<file path="src/itoc_pkg.sv">
// shared types, constants and the cordic arctangent table for the tilt block
package itoc_pkg;

    localparam int CAL_SAMPLES_DEF  = 100;
    localparam int CORDIC_STEPS_DEF = 16;

    localparam int IN_W   = 96;
    localparam int OUT_W  = 144;
    localparam int CNT_W  = 5;
    localparam int DIV_STEPS  = 3;
    localparam int SQRT_STEPS = 16;

    localparam logic [2:0] AXIS_LAST = 3'd5;
    localparam logic [2:0] AXIS_Z    = 3'd2;
    localparam logic [2:0] AXIS_GYRO = 3'd3;

    localparam logic signed [20:0] ONE_G_FRAC  = 21'sd262144;
    localparam logic [15:0]        ANGLE_LIMIT = 16'd11520;

    typedef enum logic [1:0] {
        DIV_ACCEL,
        DIV_GYRO,
        DIV_OFFS
    } div_sel_t;

    typedef struct packed {
        logic             load;
        logic             div_mul;
        logic             div_prep;
        logic             div_step;
        logic             div_wr;
        div_sel_t         div_sel;
        logic [2:0]       axis;
        logic             cor_start;
        logic             cor_sel;
        logic             cor_step;
        logic             cor_wr;
        logic             sq_ld0;
        logic             sq_ld1;
        logic             sq_step;
        logic             sq_wr;
        logic             out_load;
        logic             cal_upd;
        logic             off_done;
        logic [CNT_W-1:0] idx;
    } itoc_cmd_t;

    typedef struct packed {
        logic run_end;
    } itoc_stat_t;

    // arctangent of 2^-i in 2^-16 degree
    function automatic logic [21:0] atan_tab(input logic [CNT_W-1:0] i);
        logic [21:0] v;
        unique case (i)
            5'd0:    v = 22'd2949120;
            5'd1:    v = 22'd1740967;
            5'd2:    v = 22'd919879;
            5'd3:    v = 22'd466945;
            5'd4:    v = 22'd234379;
            5'd5:    v = 22'd117304;
            5'd6:    v = 22'd58666;
            5'd7:    v = 22'd29335;
            5'd8:    v = 22'd14668;
            5'd9:    v = 22'd7334;
            5'd10:   v = 22'd3667;
            5'd11:   v = 22'd1833;
            5'd12:   v = 22'd917;
            5'd13:   v = 22'd458;
            5'd14:   v = 22'd229;
            5'd15:   v = 22'd115;
            5'd16:   v = 22'd57;
            5'd17:   v = 22'd29;
            5'd18:   v = 22'd14;
            5'd19:   v = 22'd7;
            5'd20:   v = 22'd4;
            5'd21:   v = 22'd2;
            5'd22:   v = 22'd1;
            default: v = 22'd0;
        endcase
        return v;
    endfunction

endpackage

</file>
<file path="src/itoc_ctrl.sv">
// sequencer for the tilt block: steps the shared divider, cordic and square root units
module itoc_ctrl #(
    parameter int CORDIC_STEPS = itoc_pkg::CORDIC_STEPS_DEF
) (
    input  logic                   clk,
    input  logic                   rst_n,
    input  logic                   s_tvalid,
    output logic                   s_tready,
    output logic                   m_tvalid,
    input  logic                   m_tready,
    output itoc_pkg::itoc_cmd_t    cmd,
    input  itoc_pkg::itoc_stat_t   stat
);

    typedef enum logic [4:0] {
        S_IDLE,
        S_MUL,
        S_PREP,
        S_DIV,
        S_DWR,
        S_CSTART,
        S_CRUN,
        S_CWR,
        S_SQ0,
        S_SQ1,
        S_SQRUN,
        S_SQWR,
        S_OUT,
        S_CAL,
        S_ODONE
    } state_t;

    localparam logic [itoc_pkg::CNT_W-1:0] DIV_LAST =
        itoc_pkg::CNT_W'(itoc_pkg::DIV_STEPS - 1);
    localparam logic [itoc_pkg::CNT_W-1:0] COR_LAST = itoc_pkg::CNT_W'(CORDIC_STEPS - 1);
    localparam logic [itoc_pkg::CNT_W-1:0] SQ_LAST =
        itoc_pkg::CNT_W'(itoc_pkg::SQRT_STEPS - 1);

    state_t                      state_reg, state_next;
    logic [itoc_pkg::CNT_W-1:0]  cnt_reg, cnt_next;
    logic [2:0]                  ax_reg, ax_next;
    logic                        off_reg, off_next;
    logic                        m_tvalid_reg, m_tvalid_next;

    assign s_tready = (state_reg == S_IDLE);
    assign m_tvalid = m_tvalid_reg;

    always_comb
    begin
        cmd         = '0;
        cmd.idx     = cnt_reg;
        cmd.axis    = ax_reg;
        cmd.cor_sel = ax_reg[0];
        if (off_reg)
            cmd.div_sel = itoc_pkg::DIV_OFFS;
        else if (ax_reg < itoc_pkg::AXIS_GYRO)
            cmd.div_sel = itoc_pkg::DIV_ACCEL;
        else
            cmd.div_sel = itoc_pkg::DIV_GYRO;

        state_next    = state_reg;
        cnt_next      = cnt_reg;
        ax_next       = ax_reg;
        off_next      = off_reg;
        m_tvalid_next = m_tvalid_reg && !m_tready;

        unique case (state_reg)
            S_IDLE:
            begin
                if (s_tvalid)
                begin
                    cmd.load   = 1'b1;
                    ax_next    = 3'd0;
                    off_next   = 1'b0;
                    state_next = S_MUL;
                end
            end
            S_MUL:
            begin
                cmd.div_mul = 1'b1;
                state_next  = S_PREP;
            end
            S_PREP:
            begin
                cmd.div_prep = 1'b1;
                cnt_next     = '0;
                state_next   = S_DIV;
            end
            S_DIV:
            begin
                cmd.div_step = 1'b1;
                if (cnt_reg == DIV_LAST)
                begin
                    cnt_next   = '0;
                    state_next = S_DWR;
                end
                else
                    cnt_next = cnt_reg + 1'b1;
            end
            S_DWR:
            begin
                cmd.div_wr = 1'b1;
                if (ax_reg == itoc_pkg::AXIS_LAST)
                begin
                    ax_next    = 3'd0;
                    state_next = off_reg ? S_ODONE : S_CSTART;
                end
                else
                begin
                    ax_next    = ax_reg + 1'b1;
                    state_next = S_MUL;
                end
            end
            S_CSTART:
            begin
                cmd.cor_start = 1'b1;
                cnt_next      = '0;
                state_next    = S_CRUN;
            end
            S_CRUN:
            begin
                cmd.cor_step = 1'b1;
                if (cnt_reg == COR_LAST)
                begin
                    cnt_next   = '0;
                    state_next = S_CWR;
                end
                else
                    cnt_next = cnt_reg + 1'b1;
            end
            S_CWR:
            begin
                cmd.cor_wr = 1'b1;
                if (ax_reg[0])
                    state_next = S_SQ0;
                else
                begin
                    ax_next    = 3'd1;
                    state_next = S_CSTART;
                end
            end
            S_SQ0:
            begin
                cmd.sq_ld0 = 1'b1;
                state_next = S_SQ1;
            end
            S_SQ1:
            begin
                cmd.sq_ld1 = 1'b1;
                cnt_next   = '0;
                state_next = S_SQRUN;
            end
            S_SQRUN:
            begin
                cmd.sq_step = 1'b1;
                if (cnt_reg == SQ_LAST)
                begin
                    cnt_next   = '0;
                    state_next = S_SQWR;
                end
                else
                    cnt_next = cnt_reg + 1'b1;
            end
            S_SQWR:
            begin
                cmd.sq_wr  = 1'b1;
                state_next = S_OUT;
            end
            S_OUT:
            begin
                // wait until the output word has been taken
                if (!m_tvalid_reg || m_tready)
                begin
                    cmd.out_load  = 1'b1;
                    m_tvalid_next = 1'b1;
                    state_next    = S_CAL;
                end
            end
            S_CAL:
            begin
                cmd.cal_upd = 1'b1;
                if (stat.run_end)
                begin
                    off_next   = 1'b1;
                    ax_next    = 3'd0;
                    state_next = S_MUL;
                end
                else
                    state_next = S_IDLE;
            end
            S_ODONE:
            begin
                cmd.off_done = 1'b1;
                off_next     = 1'b0;
                state_next   = S_IDLE;
            end
            default:
                state_next = S_IDLE;
        endcase
    end

    always_ff @(posedge clk or negedge rst_n)
    begin
        if (!rst_n)
        begin
            state_reg    <= S_IDLE;
            cnt_reg      <= '0;
            ax_reg       <= '0;
            off_reg      <= 1'b0;
            m_tvalid_reg <= 1'b0;
        end
        else
        begin
            state_reg    <= state_next;
            cnt_reg      <= cnt_next;
            ax_reg       <= ax_next;
            off_reg      <= off_next;
            m_tvalid_reg <= m_tvalid_next;
        end
    end

endmodule

</file>
<file path="config.mk">
export PLATFORM = sky130hd
export DESIGN_NAME = itoc_ctrl
export DESIGN_NICKNAME = d
export VERILOG_FILES = /design/src/itoc_pkg.sv /design/src/itoc_ctrl.sv
export SDC_FILE = /design/constraint.sdc
export NUM_CORES = 1
export LEC_CHECK = 0
export BUFFER_PORTS_ARGS = -buffer_cell sky130_fd_sc_hd__buf_2
export CORE_MARGIN = 5
export CORE_UTILIZATION = 45
export DETAILED_ROUTE_END_ITERATION = 8
export GPL_ROUTABILITY_DRIVEN = 0
export PLACE_DENSITY = 0.7
export RECOVER_POWER = 100
export SLEW_MARGIN = 20
export SYNTH_ARGS = -nofsm -noshare
export SYNTH_HDL_FRONTEND = slang
export SYNTH_SLANG_ARGS = --single-unit
</file>
<file path="constraint.sdc">
create_clock -name clk -period 2.45 [get_ports clk]
set_clock_uncertainty 0.15 [all_clocks]
set_input_delay 0.245 -clock clk [delete_from_list [all_inputs] [get_ports clk]]
set_output_delay 0.245 -clock clk [all_outputs]
set_load 0.05 [all_outputs]
</file>
==> flow_summary.yaml <==
setup_path:
  start_kind: "flop"
  crit_path_max_fanout: 21
  crit_arrival_ns: 1.90
  path_class: "reg2out"
  slowest_stage: "dfrtp_1"
  slowest_delay_ns: 0.76
  path_depth: 3
  crit_path_end_kind: "output pin"
  crit_chain: "nand2_1 -> nor3_2 -> clkbuf_2"
  reg2regPathDepth: 8
  path_buf_inv: 1
  crit_family: "flip-flops"
  cp.required_ns: 2.06
grt:
  antenna_found_initial: 0
  grt_first_pass_wirelength_mm: 5.44
  gr-usage-all-layers_pct: 16.3
  grt_max_degree: 22
  grt_pass1_vias: 1189
  grt-ovfl-total: 0
synthesis:
  netlist_area_um2: 1240
  synthFlopType: "dfrtp_1"
  synth_area_leaders: "dfrtp_1 (28%), clkbuf_8 (6.6%), nor2_1 (5.1%)"
  synth-async-reset-ratio_pct: 100
  yosysMostFrequentCell: "nor2_1"
  syn_avg_cell_area_um2: 8.58
  synth_fp_nets: 154
  synth_commonest_cells: "nor2_1 (17), dfrtp_1 (14), nand2_1 (12), o21ai_0 (12), inv_1 (8)"
  synth.top_cell.area_share_pct: 28.2
  yosysSeqAreaShare_pct: 28.2
  synth-edff-count: 0
  ys_warn_count: 0
  syn_inst: 145
  ys_seq_elements: 14
  ys_types: 43
  synth_top_area_cell: "dfrtp_1"
routing:
  ant_nets: 0
  drt-initial-drc-count: 44
  wl_per_cell_um: 15.2
  drc: 0
  wl_mm: 3.08
  via_per_inst: 5.71
  first_pass_iters: 4
  via_count: 1159
cts:
  clk_pin_slew_worst_paths_ns: 0.10
  cts_setup_buffers: 0
  clockRootBuffer: "clkbuf_4"
  numCtsBuffers: 3
  htreeDepth: 1
  cts_tree: "yes"
  clockBufferDepth: 2
  clk_latency_ns: 0.29
  clkSinkCount: 14
timing:
  setup_violations: 0
  rsz0062_at_grt: "no"
  tns_ns: 0
  whs_ns: 0.0661
  report.final.hold_viol_count: 0
  fin_crit_ns: 2.29
  slew_violations: 0
  worst_slew_pin_slew_ns: 0.842
  period_share_pct: 93.6
  max_freq_mhz: 436
  slew_headroom_pct: 43.9
finish:
  fillers: 284
  fin_cells: 203
  finish.utilization_pct: 49.8
  nNetsFinal: 182
  largest_register_ffs: 5
  area_growth_pct: 8.55
  layout-drive-gt1-share_pct: 19.8
  diodes: 0
floorplan:
  io_pins: 33
  die_x_um: 62.6
  rows: 19
  fp.coreArea_um2: 2710
  start_util_pct: 45.9
  die_y_um: 62.6
  die_area_um2: 3920
power_and_ir_drop:
  ir_worst_vdd_v: 0.000808
  p_leak_nw: 0.584
  pwr_density_cell_nw_per_um2: 1480
placed_design:
  place_hpwl_mm: 2.31
  dpl.cell_count: 198
  io_buffers: 32
job:
  maxCapViolCount: 0
hold_path:
  holdPathStages: 3
  hold_class: "in2reg"
status:
  status: "finished clean"
==> power breakdown <==
part	switching [W]	internal, W
registers	0.000181	0.000309
clock network	0.0000792	0.0000904
logic	0.000923	0.000419
total	0.00118	0.000818
==> cells in the final DEF, fill, tap and decap left out, drive strengths merged, types with 2 or more instances in the layout <==
master / instances
or2b: 2
nor4: 2
o211ai: 5
a21oi: 5
or2: 2
buf: 8
nor2: 17
a31oi: 4
o21ai: 12
xnor2: 2
ha: 4
nor3: 6
o2bb2ai: 3
nor2b: 2
dfrtp: 14
inv: 8
clkbuf: 31
a22o: 3
and2: 2
nand2b: 6
a32o: 3
nand3: 4
nand2: 12
==> per-stage QoR <==
stage                     power, W  setup slack (ns)  area (µm²)
after global placement     0.00183             0.262        1330
final                      0.00200             0.158        1350
after detailed placement   0.00186             0.183        1330
after floorplan            0.00172            0.0414        1260
after global routing       0.00216            0.0299        1350
after CTS                  0.00204             0.168        1380
==> metal layers <==
| layer | global-route usage, % | wire length (µm) | up-vias |
|---|---|---|---|
| li1 | - | - | 566 |
| met1 | 20.8 | 1290 | 553 |
| met2 | 26.9 | 1590 | 34 |
| met3 | 3.78 | 144 | 6 |
| met4 | 5.04 | 52 | 0 |
| met5 | 0 | 0 | - |
==> worst reg2reg max path, delay by kind of cell (launching register included) <==
kind / cells / cell delay [ns]
AND/OR/NAND/NOR: 2 / 0.61
adder cells (fa/ha/maj): 2 / 0.44
flip-flops: 1 / 0.44
AO/OA/AOI/OAI: 3 / 0.49
buffers and inverters: 1 / 0.05
==> cell type report <==
class	instances	area, µm²	area share (%)
Sequential cell	14	350	26.0
Timing Repair Buffer	36	166	12.3
Clock buffer	4	36.3	2.69
Tap cell	31	38.8	2.87
Inverter	8	30.0	2.22
Multi-Input combinational cell	110	728	53.9
==> final timing paths <==
path                              startpoint           end  slack, ns
worst max-delay path            state_reg[2]        cmd[7]       0.16
worst min-delay path                    stat       off_reg       0.07
worst max register to register    cnt_reg[0]  state_reg[2]       0.17
worst min register to register    cnt_reg[0]    cnt_reg[0]       0.40
max in group asynchronous              rst_n      m_tvalid       1.20
min in group asynchronous              rst_n    cnt_reg[2]       0.41
==> cell families (layout without fill, tap and decap cells) <==
| group | count (synthesis) | after routing | synth area share, % |
|---|---|---|---|
| mux | 1 | 1 | 0.905 |
| compound gates | 42 | 42 | 24.9 |
| xor+xnor | 2 | 2 | 1.41 |
| flops | 14 | 14 | 28.2 |
| buf+inv | 21 | 48 | 14.6 |
| simple gates | 61 | 61 | 26.1 |
| fa+ha+maj | 4 | 4 | 4.02 |
==> timing repair <==
| item | 4_1_cts | 5_1_grt |
|---|---|---|
| hold buffers | 1 | 0 |
| hold endpoints to repair | 14 | 0 |
| resized for setup | 0 | 0 |
No activity file was read; power rests on OpenSTA's default activity.
